File: config.mk
export PLATFORM = sky130hd
export DESIGN_NAME = clook_disk_scheduler_top
export DESIGN_NICKNAME = d
export VERILOG_FILES = /design/src/hdl/clook_pkg.sv /design/src/hdl/clook_disk_scheduler_top.sv /design/src/hdl/clook_seek.sv
export VERILOG_INCLUDE_DIRS = /design/src /design/src/hdl
export SDC_FILE = /design/constraint.sdc
export NUM_CORES = 1
export LEC_CHECK = 0
export BUFFER_PORTS_ARGS = -buffer_cell sky130_fd_sc_hd__buf_2
export CAP_MARGIN = 40
export CORE_MARGIN = 3
export CORE_UTILIZATION = 50
export CTS_CLUSTER_DIAMETER = 120
export DETAILED_ROUTE_END_ITERATION = 12
export PLACE_DENSITY = 0.67
export REMOVE_ABC_BUFFERS = 1
export SLEW_MARGIN = 25
export SYNTH_ARGS = -nofsm -noshare
export SYNTH_HDL_FRONTEND = slang
export SYNTH_SLANG_ARGS = --single-unit
export TNS_END_PERCENT = 1
File: constraint.sdc
create_clock -name i_clk -period 10.34 [get_ports i_clk]
set_input_delay 0.517 -clock i_clk [delete_from_list [all_inputs] [get_ports i_clk]]
set_output_delay 0.517 -clock i_clk [all_outputs]
set_load 0.01 [all_outputs]
File: src/hdl/clook_disk_scheduler_top_macros.svh
`ifndef CLOOK_DISK_SCHEDULER_TOP_MACROS_SVH
`define CLOOK_DISK_SCHEDULER_TOP_MACROS_SVH

`ifndef SYNTH
// Check prop on every rising clock edge outside reset.
`define CLOOK_ASSERT(lbl, clk, rst_n, prop) \
    lbl: assert property (@(posedge clk) disable iff (!rst_n) prop) \
        else $error("assertion failed");
// Check that cond is followed in the next cycle by res.
`define CLOOK_ASSERT_NEXT(lbl, clk, rst_n, cond, res) \
    lbl: assert property (@(posedge clk) disable iff (!rst_n) (cond) |=> (res)) \
        else $error("assertion failed");
`else
`define CLOOK_ASSERT(lbl, clk, rst_n, prop)
`define CLOOK_ASSERT_NEXT(lbl, clk, rst_n, cond, res)
`endif

`endif

File: src/hdl/clook_pkg.sv
package clook_pkg;

    localparam int MAX_REQUESTS_DEF = 8;
    localparam int TRACK_W          = 8;
    localparam int SEEK_W           = 12;
    localparam int TRACK_COUNT      = 256;

    localparam logic [SEEK_W-1:0] SEEK_MAX = 12'hFFF;

    typedef struct packed {
        logic               load;
        logic               step;
        logic [TRACK_W-1:0] track;
    } t_seek_cmd;

endpackage

File: src/hdl/clook_disk_scheduler_top.sv
// C-LOOK disk scheduler.
// Input channel: present a request on i_request_track, i_head_position and
// i_last_request with start high; the transaction is taken at the rising edge
// where start is high and busy is low. i_head_position counts only with the
// request that has i_last_request set; that request closes the batch.
// Output channel: each result is on o_service_track, o_has_track,
// o_seek_total, o_last_in_run and o_overflow_flag for exactly one cycle with
// o_valid high. The receiver cannot stall; o_valid is a strobe.
// A request is kept in a sorted memory by insertion; stored entries above the
// new track are shifted up one place. The closing request then walks the
// memory once to split it at the head and once more to emit (one result per
// cycle except at the wrap to the lower tracks). The track memory has a
// single read port. A batch with nothing serviceable gives one result with
// o_has_track low.
// The next transaction is taken while the last result of a batch is on the
// output. Reset (i_rst_n low, synchronous) empties the batch and clears the
// seek accumulator; memory contents are not cleared.
`include "clook_disk_scheduler_top_macros.svh"

module clook_disk_scheduler_top #(
    parameter int MAX_REQUESTS = clook_pkg::MAX_REQUESTS_DEF
) (
    input  logic                           i_clk,
    input  logic                           i_rst_n,
    input  logic                           start,
    input  logic [clook_pkg::TRACK_W-1:0]  i_request_track,
    input  logic [clook_pkg::TRACK_W-1:0]  i_head_position,
    input  logic                           i_last_request,
    output logic                           busy,
    output logic                           o_valid,
    output logic [clook_pkg::TRACK_W-1:0]  o_service_track,
    output logic                           o_has_track,
    output logic [clook_pkg::SEEK_W-1:0]   o_seek_total,
    output logic                           o_last_in_run,
    output logic                           o_overflow_flag
);

    localparam int CW = $clog2(MAX_REQUESTS + 1);
    localparam int AW = (MAX_REQUESTS > 1) ? $clog2(MAX_REQUESTS) : 1;
    localparam int TW = clook_pkg::TRACK_W;

    typedef enum logic [6:0] {
        S_IDLE  = 7'b0000001,
        S_INS   = 7'b0000010,
        S_SHIFT = 7'b0000100,
        S_PLACE = 7'b0001000,
        S_SCAN  = 7'b0010000,
        S_EMIT  = 7'b0100000,
        S_EMPTY = 7'b1000000
    } t_state;

    t_state r_state, n_state;

    logic [TW-1:0] r_mem [MAX_REQUESTS];
    logic [TW-1:0] r_rdata;
    logic          mem_we;
    logic [AW-1:0] mem_waddr;
    logic [TW-1:0] mem_wdata;
    logic [CW-1:0] mem_raddr;

    logic [CW-1:0] r_count, n_count;
    logic [CW-1:0] r_pos, n_pos;
    logic [CW-1:0] r_idx, n_idx;
    logic [CW-1:0] r_lt, n_lt;
    logic [CW-1:0] r_le, n_le;
    logic          r_phase, n_phase;
    logic          r_pend, n_pend;
    logic          r_pend_last, n_pend_last;
    logic          r_dropped, n_dropped;
    logic          r_out_valid, n_out_valid;

    logic [TW-1:0] r_track, n_track;
    logic [TW-1:0] r_head, n_head;
    logic          r_last, n_last;
    logic [TW-1:0] r_out_track, n_out_track;
    logic          r_out_has, n_out_has;
    logic          r_out_last, n_out_last;
    logic          r_out_ovf, n_out_ovf;

    logic                 track_ok;
    logic                 ins_done;
    logic                 finish;
    clook_pkg::t_seek_cmd seek_cmd;

    assign track_ok = 17'(r_track) < 17'(clook_pkg::TRACK_COUNT);

    always_comb begin
        n_state     = r_state;
        n_count     = r_count;
        n_pos       = r_pos;
        n_idx       = r_idx;
        n_lt        = r_lt;
        n_le        = r_le;
        n_phase     = r_phase;
        n_pend      = r_pend;
        n_pend_last = r_pend_last;
        n_dropped   = r_dropped;
        n_track     = r_track;
        n_head      = r_head;
        n_last      = r_last;
        n_out_valid = 1'b0;
        n_out_track = r_out_track;
        n_out_has   = r_out_has;
        n_out_last  = r_out_last;
        n_out_ovf   = r_out_ovf;
        mem_we      = 1'b0;
        mem_waddr   = r_pos[AW-1:0];
        mem_wdata   = r_track;
        mem_raddr   = r_idx;
        ins_done    = 1'b0;
        finish      = 1'b0;
        seek_cmd    = '0;

        case (r_state)
            S_IDLE: begin
                if (start) begin
                    n_track = i_request_track;
                    n_head  = i_head_position;
                    n_last  = i_last_request;
                    n_state = S_INS;
                end
            end
            S_INS: begin
                mem_raddr = r_count - CW'(1);
                if (!track_ok) begin
                    ins_done = 1'b1;
                end else if (r_count == CW'(MAX_REQUESTS)) begin
                    n_dropped = 1'b1;
                    ins_done  = 1'b1;
                end else if (r_count == '0) begin
                    mem_we    = 1'b1;
                    mem_waddr = '0;
                    n_count   = r_count + CW'(1);
                    ins_done  = 1'b1;
                end else begin
                    n_pos   = r_count;
                    n_state = S_SHIFT;
                end
            end
            S_SHIFT: begin
                mem_raddr = r_pos - CW'(2);
                mem_we    = 1'b1;
                if (r_rdata > r_track) begin
                    mem_wdata = r_rdata;
                    n_pos     = r_pos - CW'(1);
                    if (r_pos == CW'(1)) begin
                        n_state = S_PLACE;
                    end
                end else begin
                    n_count  = r_count + CW'(1);
                    ins_done = 1'b1;
                end
            end
            S_PLACE: begin
                mem_we    = 1'b1;
                mem_waddr = '0;
                n_count   = r_count + CW'(1);
                ins_done  = 1'b1;
            end
            S_SCAN: begin
                n_pend = r_idx < r_count;
                if (r_idx < r_count) begin
                    n_idx = r_idx + CW'(1);
                end
                if (r_pend) begin
                    if (r_rdata < r_head) begin
                        n_lt = r_lt + CW'(1);
                    end
                    if (r_rdata <= r_head) begin
                        n_le = r_le + CW'(1);
                    end
                end
                if (!(r_idx < r_count) && !r_pend) begin
                    if ((r_le == r_count) && (r_lt == '0)) begin
                        n_state = S_EMPTY;
                    end else begin
                        n_state     = S_EMIT;
                        n_idx       = r_le;
                        n_phase     = 1'b0;
                        n_pend_last = 1'b0;
                    end
                end
            end
            S_EMIT: begin
                n_pend      = 1'b0;
                n_pend_last = 1'b0;
                if (!r_phase) begin
                    if (r_idx < r_count) begin
                        n_pend      = 1'b1;
                        n_pend_last = ((r_idx + CW'(1)) == r_count) && (r_lt == '0);
                        n_idx       = r_idx + CW'(1);
                    end else begin
                        n_phase = 1'b1;
                        n_idx   = '0;
                    end
                end else if (r_idx < r_lt) begin
                    n_pend      = 1'b1;
                    n_pend_last = (r_idx + CW'(1)) == r_lt;
                    n_idx       = r_idx + CW'(1);
                end
                if (r_pend) begin
                    seek_cmd.step  = 1'b1;
                    seek_cmd.track = r_rdata;
                    n_out_valid    = 1'b1;
                    n_out_track    = r_rdata;
                    n_out_has      = 1'b1;
                    n_out_last     = r_pend_last;
                    n_out_ovf      = r_dropped;
                    finish         = r_pend_last;
                end
            end
            S_EMPTY: begin
                n_out_valid = 1'b1;
                n_out_track = '0;
                n_out_has   = 1'b0;
                n_out_last  = 1'b1;
                n_out_ovf   = r_dropped;
                finish      = 1'b1;
            end
            default: begin
                n_state = S_IDLE;
            end
        endcase

        if (ins_done) begin
            if (r_last) begin
                n_state        = S_SCAN;
                n_idx          = '0;
                n_pend         = 1'b0;
                n_lt           = '0;
                n_le           = '0;
                seek_cmd.load  = 1'b1;
                seek_cmd.track = r_head;
            end else begin
                n_state = S_IDLE;
            end
        end

        if (finish) begin
            n_state     = S_IDLE;
            n_count     = '0;
            n_dropped   = 1'b0;
            n_pend      = 1'b0;
            n_pend_last = 1'b0;
        end
    end

    always_ff @(posedge i_clk) begin
        if (mem_we) begin
            r_mem[mem_waddr] <= mem_wdata;
        end
        r_rdata <= r_mem[mem_raddr[AW-1:0]];
    end

    always_ff @(posedge i_clk) begin
        if (!i_rst_n) begin
            r_state     <= S_IDLE;
            r_count     <= '0;
            r_pos       <= '0;
            r_idx       <= '0;
            r_lt        <= '0;
            r_le        <= '0;
            r_phase     <= 1'b0;
            r_pend      <= 1'b0;
            r_pend_last <= 1'b0;
            r_dropped   <= 1'b0;
            r_out_valid <= 1'b0;
        end else begin
            r_state     <= n_state;
            r_count     <= n_count;
            r_pos       <= n_pos;
            r_idx       <= n_idx;
            r_lt        <= n_lt;
            r_le        <= n_le;
            r_phase     <= n_phase;
            r_pend      <= n_pend;
            r_pend_last <= n_pend_last;
            r_dropped   <= n_dropped;
            r_out_valid <= n_out_valid;
        end
    end

    always_ff @(posedge i_clk) begin
        r_track     <= n_track;
        r_head      <= n_head;
        r_last      <= n_last;
        r_out_track <= n_out_track;
        r_out_has   <= n_out_has;
        r_out_last  <= n_out_last;
        r_out_ovf   <= n_out_ovf;
    end

    clook_seek u_seek (
        .i_clk   (i_clk),
        .i_rst_n (i_rst_n),
        .i_cmd   (seek_cmd),
        .o_total (o_seek_total)
    );

    assign busy            = r_state != S_IDLE;
    assign o_valid         = r_out_valid;
    assign o_service_track = r_out_track;
    assign o_has_track     = r_out_has;
    assign o_last_in_run   = r_out_last;
    assign o_overflow_flag = r_out_ovf;

    `CLOOK_ASSERT(a_count_bound, i_clk, i_rst_n, r_count <= CW'(MAX_REQUESTS))
    `CLOOK_ASSERT(a_split_order, i_clk, i_rst_n, (r_state == S_EMIT) |-> (r_lt <= r_le))
    `CLOOK_ASSERT(a_run_end_clears, i_clk, i_rst_n,
                  (o_valid && o_last_in_run) |-> ((r_count == '0) && !r_dropped))
    `CLOOK_ASSERT(a_empty_result, i_clk, i_rst_n,
                  (o_valid && !o_has_track) |-> (o_last_in_run && (o_seek_total == '0)))
    `CLOOK_ASSERT(a_result_from_busy, i_clk, i_rst_n, o_valid |-> $past(busy))

endmodule

File: src/hdl/clook_seek.sv
`include "clook_disk_scheduler_top_macros.svh"

module clook_seek (
    input  logic                          i_clk,
    input  logic                          i_rst_n,
    input  clook_pkg::t_seek_cmd          i_cmd,
    output logic [clook_pkg::SEEK_W-1:0]  o_total
);

    logic [clook_pkg::TRACK_W-1:0] r_head;
    logic [clook_pkg::TRACK_W-1:0] n_head;
    logic [clook_pkg::SEEK_W-1:0]  r_total;
    logic [clook_pkg::SEEK_W-1:0]  n_total;
    logic [clook_pkg::TRACK_W-1:0] delta;
    logic [clook_pkg::SEEK_W:0]    sum;

    always_comb begin
        delta = (i_cmd.track >= r_head) ? (i_cmd.track - r_head) : (r_head - i_cmd.track);
        sum   = {1'b0, r_total} + (clook_pkg::SEEK_W + 1)'(delta);
        n_head  = r_head;
        n_total = r_total;
        if (i_cmd.load) begin
            n_head  = i_cmd.track;
            n_total = '0;
        end else if (i_cmd.step) begin
            n_head = i_cmd.track;
            if (sum > (clook_pkg::SEEK_W + 1)'(clook_pkg::SEEK_MAX)) begin
                n_total = clook_pkg::SEEK_MAX;
            end else begin
                n_total = sum[clook_pkg::SEEK_W-1:0];
            end
        end
    end

    always_ff @(posedge i_clk) begin
        if (!i_rst_n) begin
            r_head  <= '0;
            r_total <= '0;
        end else begin
            r_head  <= n_head;
            r_total <= n_total;
        end
    end

    assign o_total = r_total;

    `CLOOK_ASSERT_NEXT(a_load_clears, i_clk, i_rst_n, i_cmd.load, o_total == '0)
    `CLOOK_ASSERT_NEXT(a_total_grows, i_clk, i_rst_n, i_cmd.step && !i_cmd.load,
                       o_total >= $past(o_total))
    `CLOOK_ASSERT_NEXT(a_head_follows, i_clk, i_rst_n, i_cmd.step || i_cmd.load,
                       r_head == $past(i_cmd.track))

endmodule

# Yosys cells after proc, flatten, opt, wreduce, memory -nomap -nowiden
# Memory sizes are Yosys's and may differ from the RTL's. A register that Yosys moved wholly into a read port is not among the register bits.
# Cells that the tools add are included.
# op_classes
n_reduce_logical,23
order_cmp,7
eq_ne,28
addsub,10
n_mux,88
bitwise_logic,1
# op_table
operator,n
$mux W4,24
$mux W8,8
$mux W7,8
$pmux W7 S5,1
$mux W1,25
$mux W9,2
$ne A3 B3 Y1 const B,6
$pmux W1 S2,9
$add A4 B1 Y4 const B,4
$ne A2 B2 Y1 const B,8
$pmux W4 S2,2
$pmux W8 S2,1
$sub A8 B8 Y8,2
$add A12 B8 Y13,1
$gt A13 B12 Y1 const B,1
$eq A4 B4 Y1,3
$mux W12,1
$pmux W3 S2,2
$pmux W4 S3,1
$ge A8 B8 Y1,1
$gt A8 B8 Y1,1
$le A8 B8 Y1,1
$logic_not A4 Y1,2
$lt A4 B4 Y1,2
other kinds (29),41
# word_totals
elab_cells,178
memories,1
ram_bits,64
ff_bits,80
# mem_list
name,words,word_bits,read_ports,rd_clocked_by_memory_dff,write_ports,line_no,rtl
r_mem,8,8,1,1,1,clook_disk_scheduler_top.sv:54,logic [TW-1:0] r_mem [MAX_REQUESTS];

# Longest topological paths before layout
# Gate-level depths: netlist of the first run.
# logic_depth
word_depth,10
mapped_depth,27
ltp_nobuf,25

# Modules after synthesis
# Synthesis of the first run repeated with hierarchy kept, for this count alone.
# unflattened
hier_cells,809
area_unflattened_um2,8409.3
# by_module_without_submodules
module,seq_area_each_um2,cells_each,instances,area_per_inst_um2
clook_disk_scheduler_top,3563.4,587,1,6590.1
clook_seek,400.4,222,1,1819.2

# Least setup slack after synthesis of the first run
# Ideal clock, no wire load.
# synth_path
path_type,register to register
startpoint,register r_track[1]
endpoint,"register u_seek.r_total, in the netlist u_seek.o_total[11]"
arrival_time_ns,5.173
n_path_buf,1
setup_slack_ns,5.082
setup_ns,0.086
synth_period_minus_slack_ns,5.258
path_stages_with_launch,25
path_cell_list,edfxtp_1 > inv_1 > ha_1 > nor2b_1 > o211ai_1 > a21oi_1 > nor3b_2 > o21ai_2 > clkbuf_1 > o21a_1 > ha_1 > fa_1 > o21a_1 > and2_1 > o21ai_4 > mux2i_1 > a311oi_1 > o211ai_1 > ha_1 > or3_1 > a211oi_1 > and3b_1 > o211a_1 > and4_1 > a211oi_1
# synth_between
elab_chain_len,9
# synth_rtl
item,line_no,rtl
start: declaration,clook_disk_scheduler_top.sv:72,"logic [TW-1:0] r_track, n_track;"
start signal: assignment,clook_disk_scheduler_top.sv:284,r_track <= n_track;
$gt A8 B8 Y1 *,clook_disk_scheduler_top.sv:143,if (r_rdata > r_track) begin
$mux W1 *,clook_disk_scheduler_top.sv:143,
$pmux W1 S3 *,clook_disk_scheduler_top.sv:114,case (r_state)
$mux W8,clook_disk_scheduler_top.sv:225,if (ins_done) begin
$sub A8 B8 Y8 / $ge A8 B8 Y1 (equally long branches),clook_seek.sv:18,delta = (i_cmd.track >= r_head) ? (i_cmd.track - r_head) : (r_head - i_cmd.track);
$mux W8,clook_seek.sv:18,
$add A12 B8 Y13,clook_seek.sv:19,"sum = {1'b0, r_total} + (clook_pkg::SEEK_W + 1)'(delta);"
$gt A13 B12 Y1,clook_seek.sv:27,if (sum > (clook_pkg::SEEK_W + 1)'(clook_pkg::SEEK_MAX)) begin
$mux W12,clook_seek.sv:27,
end signal: assignment,clook_seek.sv:41,r_total <= n_total;
end: declaration,clook_seek.sv:12,logic [clook_pkg::SEEK_W-1:0] r_total;
# Every way passes the cells marked *; elsewhere a longest branch is shown, timed or not.
# A chain may end at the register's enable or synchronous reset.

==> metrics.md, run 1 <==
| Metric | Value |
|---|---|
| Critical path type | flop to flop |
| Pin count of the biggest net entering global routing | 33 |
| Min-delay src | i_head_position[1] |
| Combinational share of power | 0.192 |
| Reg-to-Reg Start | r_count[0] |
| Max FO, Critical Path | 19 |
| Unrepaired setup endpoints after global routing | false |
| Ports | 45 |
| Int Pwr | 1.13 mW |
| Flop pwr share | 0.437 |
| Ant. Diodes | 0 |
| Net count, final | 925 |
| Slew Viols, Final | 0 |
| Hold path cells | 1 |
| Layout area overhead | 12.5% |
| Share of layout cells above drive strength 1 | 0.159 |
| Clk buf depth | 2 |
| Number of synthesized flops with an enable pin | 92 |
| Reg area | 0.00396 mm² |
| Post-Synth XOR/XNOR Area | 0.0358 |
| Final instance area | 0.00963 mm² |
| Setup TNS after final layout | 0 ns |
| Slew headroom | 0.454 |
| Core Box Area | 0.0166 mm² |
| DIE AREA | 0.0187 mm² |
| Pre-antenna DRT Iters | 5 |
| Met3 WL | 837 µm |
| Max VDD drop | 113 µV |
| Area occupied by multi-input gates | 0.00425 mm² |
| Die Width | 137 µm |
| Htree depth | 4 |
| Final Skew | 0.0105 ns |
| TritonCTS clock tree | built |
| Sw Pwr | 475 µW |
| Net Sw Frac | 0.297 |
| Aggregate global routing overflow | 0 |
| Final Setup Violations | 0 |
| Most frequent cell after synthesis | edfxtp_1 |
| Mux cell area share after synthesis | 0.0877 |
| Area share of the largest cell type after synthesis | 0.323 |
| Warnings from Yosys | 0 |
| Final Hold Viols | 0 |
| Final wirelength | 19400 µm |
| Post-layout minimum cycle time | 5.85 ns |
| Hold Path Class | input port to flop |
| Compound-cell area share of the yosys netlist | 0.147 |
| Worst Setup Start Kind | flop |
| Initial drt markers | 380 |
| DR vias | 6195 |
| Main combinational cell family by area after synthesis | compound AO/OA/AOI/OAI gates |
| Power Density | 166 mW/mm² |
| Top_reg_cell synth | edfxtp_1 |
| Clock transition at path regs | 0.07 ns |
| Clock power share | 0.371 |
| FMAX | 171 MHz |
| Register area share after synthesis | 0.463 |
| Vias per cell | 5.76 |
| Syn avg cell area | 10.8 µm² |
| Status | finished, final reports clean |
| Synth unique cells | 72 |
| Crit. End Element | flop |
| Asr flop ratio synth | 0 |
| Initial core utilization | 0.514 |
| Max-cap violation count | 0 |
| Highest metal used | met4 |
| Slew @ Worst Pin | 0.819 ns |
| Worst EP arrival | 6.19 ns |
| Hold_buf cts | 0 |
| Pleak | 3.83 nW |
| Synth top cells by count | 92 x edfxtp_1, 60 x dfxtp_1, 60 x ha_1, 60 x inv_1, 57 x mux2i_1 |
| Clock tree sinks | 152 |
| Antenna violations before repair | 0 |
| Post-CTS Repair Setup Buffers | 0 |
| Dpl hpwl | 14500 µm |
| Yosys top cell by area | edfxtp_1 |
| Filler cells | 1415 |
| Met2 WL | 9390 µm |
| Skew-Pair Late Insertion Delay | 0.42 ns |
| Routed Antenna Nets | 0 |
| Tcrit/Tclk final | 0.566 |
| WL/cell | 18.1 µm |
| Die Span Y | 137 µm |
| R2R depth | 25 |
| Synthesized-area fraction occupied by adder cells | 0.0947 |
| Port Buffers | 44 |
| Internal reg-to-reg setup slack | 4.49 ns |
| Final GP Congestion | 0.905 |
| Placed cell areas | 0.00905 mm² |
| Root buffer cell | clkbuf_16 |
| WL met1 | 8760 µm |
| WHS Endpoint | r_head[1] |
| Synthesized area | 0.00856 mm² |
| Gates resized, CTS repair | 0 |
| WP data required | 10.68 ns |
| GR Util All Layers | 0.216 |
| Cell row count | 47 |
| Vias in the first global route | 6114 |
| Worst reg2reg endpoint | u_seek.o_total[11] |
| Simple-Gate Fraction of Synth Area | 0.126 |
| Residual DRC | 0 |
| Cells after Synth | 795 |
| Global-route wire length before repair | 31400 µm |
| Synth area leaders | edfxtp_1 32%, dfxtp_1 14%, ha_1 8.8% |
| Yosys reg bits | 152 |
| Cts bufs inserted | 17 |
-- how the worst max path moves through the flow --
stage          startpoint  cells past startpoint            endpoint
2_1_floorplan  r_state[1]                     20  u_seek.o_total[11]
3_3_place_gp   r_count[0]                     24  u_seek.o_total[11]
3_5_place_dp   r_state[2]                     20  u_seek.o_total[11]
4_1_cts        r_state[2]                     20  u_seek.o_total[11]
5_1_grt        r_count[0]                     25  u_seek.o_total[11]
6_report       r_count[0]                     25  u_seek.o_total[11]
-- area by class of cell --
| cell class | count | share of cell area |
|---|---|---|
| well taps | 220 | 0.0286 |
| multi-input cells | 553 | 0.442 |
| flip-flops and latches | 152 | 0.412 |
| repair buffers | 58 | 0.0359 |
| clock buffers | 18 | 0.0456 |
| inverters | 60 | 0.0234 |
| clock inverters | 14 | 0.0134 |
-- cell families after synthesis --
logic type / after synthesis
XOR/XNOR: 35
buffers and inverters: 90
AND/OR/NAND/NOR: 198
multiplexers: 73
flip-flops: 152
AO/OA/AOI/OAI: 184
adder cells (fa/ha/maj): 63
-- flip-flops by register name, indices dropped and copies added (netlist names), 7 cells and up --
signal	cells
r_mem	64
u_seek.o_total	12
o_service_track	8
r_head	8
r_rdata	8
r_track	8
u_seek.r_head	8
r_state	7
-- critical path, stage by stage (launching register included) --
cell and delay [ns]:
dfxtp_1 0.48, inv_1 0.12, ha_1 0.23, nor2b_1 0.17, nand3b_1 0.12, a21oi_1 0.08, a21o_1 0.17, o21ai_2 0.34
buf_8 0.22, o21a_1 0.14, inv_1 0.05, ha_1 0.42, and4_1 0.23, nor3_1 0.05, and2_1 0.21, o21ai_4 0.32
mux2i_1 0.38, a21o_1 0.17, o211ai_1 0.08, ha_1 0.23, or3_1 0.38, a211oi_1 0.28, and3b_1 0.21, o211a_1 0.23
and4_1 0.21, a211oi_1 0.22
-- layout by cell type (no fill, tap or decap), types with 10 or more instances in the layout --
master	synthesis	layout
ha_1	60	60
xor2_1	13	13
a21oi_1	41	40
o21a_1	10	10
inv_1	60	60
nor2_1	54	53
a31oi_1	10	10
nand3_1	13	13
mux2_2	16	16
nor2b_1	13	13
o211ai_1	19	19
xnor2_1	22	22
buf_4	6	10
and2_1	14	14
clkbuf_16	0	17
nand2_1	42	42
edfxtp_1	92	92
a21o_1	11	11
dfxtp_1	60	60
o21ai_0	33	31
o22ai_1	13	13
mux2i_1	57	57
buf_2	13	45
nand4_1	10	10
-- stage by stage --
stage                     cells  worst slack, ns  hold WS, ns   util  total power [mW]
after global routing       1075             4.06        0.249  0.579              1.67
after global placement     1032             4.44        0.474  0.538              1.01
after detailed placement   1042             4.53        0.456  0.544              1.02
after floorplan             765             4.85        0.409      -             0.935
final                      1075             4.49        0.265  0.579              1.60
after CTS                  1074             4.50        0.248  0.578              1.61
-- routing by layer --
layer  up-vias  track usage
met1      3005        0.279
met5         -            0
met2       155        0.364
met4         0       0.0826
li1       3005            -
met3        30       0.0379
-- power groups by stage --
stage | clock (mW) | sequential (mW) | combinational [mW]
after CTS | 0.605 | 0.699 | 0.309
after global routing | 0.629 | 0.702 | 0.341
after detailed placement | 0 | 0.712 | 0.306
after floorplan | 0 | 0.703 | 0.232
final | 0.595 | 0.700 | 0.307
after global placement | 0 | 0.711 | 0.294
No activity file was read; power rests on OpenSTA's default activity.
==> run 2: changes to the inputs <==
--- a/config.mk
+++ b/config.mk
@@ -12,7 +12,7 @@
 export CORE_UTILIZATION = 50
 export CTS_CLUSTER_DIAMETER = 120
 export DETAILED_ROUTE_END_ITERATION = 12
-export PLACE_DENSITY = 0.67
+export PLACE_DENSITY = 0.7
 export REMOVE_ABC_BUFFERS = 1
 export SLEW_MARGIN = 25
 export SYNTH_ARGS = -nofsm -noshare
==> constraint.sdc (replaced) <==
create_clock -name i_clk -period 4.75 [get_ports i_clk]
set_input_delay 0.2375 -clock i_clk [delete_from_list [all_inputs] [get_ports i_clk]]
set_output_delay 0.2375 -clock i_clk [all_outputs]
set_load 0.01 [all_outputs]
==> run 2 against run 1 <==
  * The run now ends with negative setup slack left
  * Total power grew 130%
  * Final cell count grew 11%
  * Global-route usage grew 1.5 points
  * Combinational power grew to 3.1 times the previous value
  * Count of clock-buffer cells in the layout is the same
==> metrics.md, run 2 (same netlist as run 1, synthesis figures left out) <==
| Metric | Value |
|---|---|
| Clock power share | 0.347 (-0.024) |
| DR vias | 6754 (+9.0%) |
| Root buffer cell | clkbuf_16 |
| Final Setup Violations | 12 (+12) |
| Area occupied by multi-input gates | 0.00443 mm² (+4.1%) |
| Final wirelength | 21300 µm (+9.6%) |
| Clock transition at path regs | 0.06 ns (about the same) |
| Skew-Pair Late Insertion Delay | 0.42 ns (about the same) |
| Number of flip-flops in the largest register | 64 (unchanged) |
| TritonCTS clock tree | built |
| Cts bufs inserted | 17 (unchanged) |
| Net Sw Frac | 0.293 (-0.00427) |
| Layout area overhead | 25.4% |
| Clk buf depth | 2 (unchanged) |
| Residual DRC | 0 (unchanged) |
| Htree depth | 4 (unchanged) |
| Pin count of the biggest net entering global routing | 33 (unchanged) |
| Net count, final | 1045 (+13%) |
| Max VDD drop | 253 µV (+120%) |
| Unrepaired setup endpoints after global routing | true |
| Total Power Consumption | 3.76 mW (+130%) |
| Slew Viols, Final | 0 (unchanged) |
| Pleak | 4.42 nW (+15%) |
| Ports | 45 (unchanged) |
| Pre-antenna DRT Iters | 5 (unchanged) |
| Share of layout cells above drive strength 1 | 0.275 (+0.116) |
| Worst Setup Start Kind | flop |
| Clock tree sinks | 152 (unchanged) |
| Most frequent cells in the layout | 113 x buf_4, 92 x edfxtp_1, 60 x dfxtp_1 |
| Worst EP arrival | 5.49 ns (-0.70 ns) |
| Failing checks | negative setup slack |
| FMAX | 194 MHz (+14%) |
| Cell row count | 47 (unchanged) |
| Sw Pwr | 1.10 mW (+130%) |
| Filler cells | 1331 (-5.9%) |
| Final GP Congestion | 0.903 (-0.21%) |
| Max FO, Critical Path | 8 (-11) |
| GR Util All Layers | 0.231 (+0.0146) |
| Commonest non-fill, non-tap cell in the layout | buf_4 |
| Antenna violations before repair | 0 (unchanged) |
| Die Span Y | 137 µm (unchanged) |
| Crit. End Element | flop |
| Global-route wire length before repair | 33700 µm (+7.2%) |
| Tcrit/Tclk final | 1.09 (+0.519) |
| Min setup slack post-route | -0.405 ns (-4.89 ns) |
| Port Buffers | 44 (unchanged) |
| Critical path type | flop to flop |
| Hold Path Class | input port to flop |
| Post-layout minimum cycle time | 5.15 ns (-0.698 ns) |
| Ant. Diodes | 0 (unchanged) |
| Slew headroom | 0.482 (+0.0283) |
| Final Skew | 0.00710 ns (-0.00341 ns) |
| Aggregate global routing overflow | 0 (unchanged) |
| Finished Layout Cells | 1195 (+11%) |
| Dpl hpwl | 15100 µm (+3.8%) |
| Hold path cells | 1 (unchanged) |
| Core Box Area | 0.0166 mm² (unchanged) |
| Combinational share of power | 0.254 (+0.062) |
| Final Hold Viols | 0 (unchanged) |
| Top reg by flops | r_mem |
| Placed cells | 1133 (+8.7%) |
| Die Width | 137 µm (unchanged) |
| Vias in the first global route | 6757 (+11%) |
| Flop pwr share | 0.399 (-0.038) |
| Power Density | 350 mW/mm² (+110%) |
| R2R depth | 26 (+4.0%) |
| Initial core utilization | 0.514 (unchanged) |
| Max-cap violation count | 0 (unchanged) |
| Initial drt markers | 611 (+61%) |
| Vias per cell | 5.65 (-1.9%) |
| Slew @ Worst Pin | 0.769 ns (-0.0505 ns) |
| WP data required | 5.09 ns (-5.59 ns) |
| Worst hold slack | 0.0245 ns (-0.241 ns) |
| WL/cell | 17.8 µm (-1.4%) |
| Core Util, Final | 0.645 (+0.0665) |
| Int Pwr | 2.66 mW (+140%) |
| DIE AREA | 0.0187 mm² (unchanged) |
| Reg area | 0.00396 mm² (unchanged) |
| Routed Antenna Nets | 0 (unchanged) |
| Status | complete, but fails checks |
run 2: cell count changes in the layout (fill, tap and decap cells not counted), sizes merged:
| cell | before | now |
|---|---|---|
| clkinvlp | 3 | 2 |
| dlygate4sd3 | 0 | 11 |
| bufinv | 0 | 1 |
| clkinv | 3 | 4 |
| inv | 68 | 67 |
| buf | 58 | 166 |
| clkbuf | 18 | 19 |
run 2: stage by stage:
step / cell area, µm² / setup TNS [ns] / setup slack, ns
3_3_place_gp: 9650 / -2.56 / -0.409
3_5_place_dp: 9700 / -3.69 / -0.583
5_1_grt: 10700 / -5.96 / -0.695
6_report: 10700 / -2.28 / -0.405
2_1_floorplan: 8400 / -4.50 / -0.742
4_1_cts: 10600 / -0.921 / -0.253
run 2: repair_timing:
action                     4_1_cts  5_1_grt
gates resized for setup         23       22
hold endpoints to repair        11        0
buffers inserted                12        5
setup endpoints to repair       12       12
hold buffers                    11        0
pin swaps                       19       26
run 2: path summary, 6_finish.rpt:
check                           from                 end  slack [ns]
hold reg to reg            r_dropped     o_overflow_flag        0.44
hold / removal    i_request_track[1]          r_track[1]        0.02
setup / recovery          r_track[1]  u_seek.o_total[11]       -0.40
setup reg to reg          r_track[1]  u_seek.o_total[11]       -0.40
run 2: cell type report:
class                      instances  share of cell area
multi-input combinational        553               0.412
sequential                       152               0.369
timing repair buffer             178               0.119
clock buffer                      18              0.0400
tap                              220              0.0256
inverter                          60              0.0210
clock inverter                    14              0.0129
run 2: power groups by stage:
stage          Clock (mW)  Sequential [mW]  Combinational [mW]
2_1_floorplan           0             1.53               0.506
3_3_place_gp            0             1.52               0.794
3_5_place_dp            0             1.52               0.824
4_1_cts              1.32             1.50               0.884
5_1_grt              1.37             1.50                1.04
6_report             1.30             1.50               0.955
run 2: critical path: stages (launching register included):
cell,delay [ns]
edfxtp_1,0.41
inv_2,0.09
ha_4,0.20
nor2b_4,0.12
o211ai_1,0.21
a21oi_2,0.10
nor3b_2,0.30
o21ai_4,0.13
buf_6,0.15
o21a_1,0.18
inv_1,0.06
ha_1,0.22
o21a_1,0.22
o211ai_1,0.23
buf_4,0.17
o21ai_4,0.09
buf_6,0.16
a211oi_4,0.22
a21oi_2,0.06
xnor2_1,0.16
ha_2,0.19
or3_4,0.39
a211oi_4,0.18
and3b_1,0.20
o211a_1,0.23
and4_1,0.20
a211oi_2,0.20
run 2: layer usage:
layer,wire length [µm],vias to the layer above,global-route usage
li1,-,3235,-
met1,9130,3249,0.291
met2,10600,223,0.399
met3,965,47,0.0390
met4,557,0,0.0854
met5,0,-,0
==> run 3: changes to the inputs <==
--- a/config.mk
+++ b/config.mk
@@ -10,9 +10,10 @@
 export CAP_MARGIN = 40
 export CORE_MARGIN = 3
 export CORE_UTILIZATION = 50
-export CTS_CLUSTER_DIAMETER = 120
+export CTS_BUF_LIST = sky130_fd_sc_hd__clkbuf_16
+export CTS_CLUSTER_DIAMETER = 150
 export DETAILED_ROUTE_END_ITERATION = 12
-export PLACE_DENSITY = 0.7
+export PLACE_DENSITY = 0.67
 export REMOVE_ABC_BUFFERS = 1
 export SLEW_MARGIN = 25
 export SYNTH_ARGS = -nofsm -noshare
==> constraint.sdc (replaced) <==
create_clock -name i_clk -period 6.3 [get_ports i_clk]
set_input_delay 0.315 -clock i_clk [delete_from_list [all_inputs] [get_ports i_clk]]
set_output_delay 0.315 -clock i_clk [all_outputs]
set_load 0.01 [all_outputs]
==> run 3 against run 2 <==
  * The run now ends clean
  * Worst setup slack improved by 0.92 ns
  * Routed wire length fell by 8.3%
  * Largest cell class unchanged
  * Global-route usage fell by 1.2 points
  * Clock skew rose by 0.00094 ns
  * Register-to-register slack improved by 0.92 ns
==> metrics.md, run 3 (same netlist as run 1, synthesis figures left out) <==
| Metric | Value |
|---|---|
| DIE AREA | 0.0187 mm² (unchanged) |
| GR peak layer | met2 |
| Finished Layout Cells | 1078 (-9.8%) |
| Final wirelength | 19500 µm (-8.3%) |
| WP data required | 6.64 ns (+1.55 ns) |
| Internal reg-to-reg setup slack | 0.52 ns (+0.92 ns) |
| Max FO, Critical Path | 14 (+6) |
| Final Setup Violations | 0 (-12) |
| Initial drt markers | 437 (-28%) |
| Met1 global-route usage | 0.279 (-0.0127) |
| Pleak | 3.85 nW (-13%) |
| Worst reg2reg endpoint | u_seek.o_total[11] |
| Vias in the first global route | 6172 (-8.7%) |
| Worst Setup Start Kind | flop |
| Worst EP arrival | 6.13 ns (+0.64 ns) |
| Slew headroom | 0.480 (-0.00235) |
| Global-route wire length before repair | 31700 µm (-6.0%) |
| Post-CTS Repair Setup Buffers | 0 (-12) |
| Cts bufs inserted | 17 (unchanged) |
| Slew Viols, Final | 0 (unchanged) |
| Core Box Area | 0.0166 mm² (unchanged) |
| Port Buffers | 44 (unchanged) |
| Aggregate global routing overflow | 0 (unchanged) |
| GR Layer Usage met3 | 0.0438 (+0.00478) |
| Dpl ws | 0.479 ns (+1.06 ns) |
| Min setup slack post-route | 0.517 ns (+0.922 ns) |
| Max-cap violation count | 0 (unchanged) |
| DR vias | 6206 (-8.1%) |
| Die Width | 137 µm (unchanged) |
| Crit. End Element | flop |
| Initial core utilization | 0.514 (unchanged) |
| Worst hold slack | 0.0619 ns (+0.0374 ns) |
| Antenna violations before repair | 0 (unchanged) |
| Dpl hpwl | 14400 µm (-4.2%) |
| Clock transition at path regs | 0.06 ns (about the same) |
| Net count, final | 928 (-11%) |
| Pin count of the biggest net entering global routing | 33 (unchanged) |
| Critical path type | flop to flop |
| Residual DRC | 0 (unchanged) |
| Vias per cell | 5.76 (+1.9%) |
| Routed Antenna Nets | 0 (unchanged) |
| Tcrit/Tclk final | 0.918 (-0.167) |
| TritonCTS clock tree | built |
| Post-layout minimum cycle time | 5.78 ns (+0.628 ns) |
| GR Util All Layers | 0.219 (-0.0123) |
| Commonest non-fill, non-tap cell in the layout | edfxtp_1 |
| Most frequent cells in the layout | 92 x edfxtp_1, 62 x inv_1, 60 x ha_1, 60 x dfxtp_1, 57 x mux2i_1 |
| Htree depth | 4 (unchanged) |
| Cell row count | 47 (unchanged) |
| Number of flip-flops in the largest register | 64 (unchanged) |
| Die Span Y | 137 µm (unchanged) |
| Reg-to-Reg Start | r_rdata[1] |
| Slew @ Worst Pin | 0.781 ns (+0.0117 ns) |
| Ports | 45 (unchanged) |
| Top reg by flops | r_mem |
| Share of layout cells above drive strength 1 | 0.159 (-0.116) |
| Final instance area | 0.00964 mm² (-10%) |
| Setup TNS after final layout | 0 ns (+2.28 ns) |
| Total Power Consumption | 2.62 mW (-30%) |
| Final Skew | 0.00804 ns (+0.000942 ns) |
| Hold Path Class | input port to flop |
| Unrepaired setup endpoints after global routing | false |
| Hold path cells | 1 (unchanged) |
| Core Util, Final | 0.579 (-0.0659) |
| Grt met2 use | 0.375 (-0.0238) |
| Layout area overhead | 12.6% |
| Ant. Diodes | 0 (unchanged) |
| Clk buf depth | 2 (unchanged) |
| WHS Endpoint | r_head[4] |
| WL/cell | 18.1 µm (+1.7%) |
| Root buffer cell | clkbuf_16 |
| Clock tree sinks | 152 (unchanged) |
| R2R depth | 22 (-15%) |
| Pre-antenna DRT Iters | 4 (-1) |
| Placed cells | 1046 (-7.7%) |
| Final Hold Viols | 0 (unchanged) |
| Status | finished, final reports clean |
| Skew-Pair Late Insertion Delay | 0.43 ns (about the same) |
| FMAX | 173 MHz (-11%) |
| Placed cell areas | 0.00908 mm² (-6.4%) |
| Min-delay src | i_head_position[4] |
| Final GP Congestion | 0.885 (-1.9%) |
| Power Density | 271 mW/mm² (-22%) |
| Max VDD drop | 206 µV (-19%) |
run 3: cell count changes in the layout (fill, tap and decap cells not counted), sizes merged:
cell / before / now
buf: 166 / 61
dlygate4sd3: 11 / 0
clkbuf: 19 / 17
clkinv: 4 / 5
clkinvlp: 2 / 3
inv: 67 / 66
run 3: final cells by class:
cell class                 count  area, µm²
timing repair buffer          61        367
clock buffer                  17        425
clock inverter                15        128
tap                          220        275
inverter                      60        225
fill                        1405       7000
sequential                   152       3960
multi-input combinational    553       4260
run 3: critical path: stages, from the launching register on:
cell and delay (ns):
dfxtp_1 0.45, ha_1 0.29, nor2b_1 0.14, o211ai_1 0.16, a21oi_1 0.14, nor3b_2 0.31
o21ai_4 0.17, o21a_1 0.21, ha_1 0.20, fa_1 0.39, o21a_1 0.23, and2_1 0.20
o21ai_4 0.35, mux2i_1 0.21, a311oi_1 0.34, o211ai_1 0.13, ha_1 0.23, or3_1 0.37
a211oi_1 0.28, and3b_1 0.22, o211a_1 0.24, and4_1 0.21, a211oi_1 0.21
run 3: how the worst max path moves through the flow:
stage / startpoint / to / slack [ns] / cells past startpoint
final: r_rdata[1] / u_seek.o_total[11] / 0.52 / 22
after global routing: r_rdata[1] / u_seek.o_total[11] / 0.04 / 22
after CTS: r_count[0] / u_seek.o_total[11] / 0.44 / 23
after detailed placement: r_count[0] / u_seek.o_total[11] / 0.48 / 23
after global placement: r_track[7] / u_seek.o_total[11] / 0.66 / 23
after floorplan: r_state[1] / u_seek.o_total[11] / 0.81 / 20
run 3: layer usage:
layer,up-vias,wire [µm],part of all wire
met3,27,814,0.042
met1,3020,8580,0.44
met5,-,0,0
met4,0,341,0.017
li1,3008,-,-
met2,151,9810,0.50
run 3: power by group:
| group | total [mW] | leakage [nW] | switching [mW] | internal [mW] |
|---|---|---|---|---|
| Combinational | 0.507 | 2.25 | 0.298 | 0.209 |
| Clock | 0.959 | 0.273 | 0.416 | 0.543 |
| Sequential | 1.15 | 1.33 | 0.0420 | 1.11 |
| Total | 2.62 | 3.85 | 0.757 | 1.86 |
run 3: repair_timing:
item / CTS / global route
setup endpoints to repair: 0 / 1
hold buffers: 0 / 0
resized for setup: 0 / 1
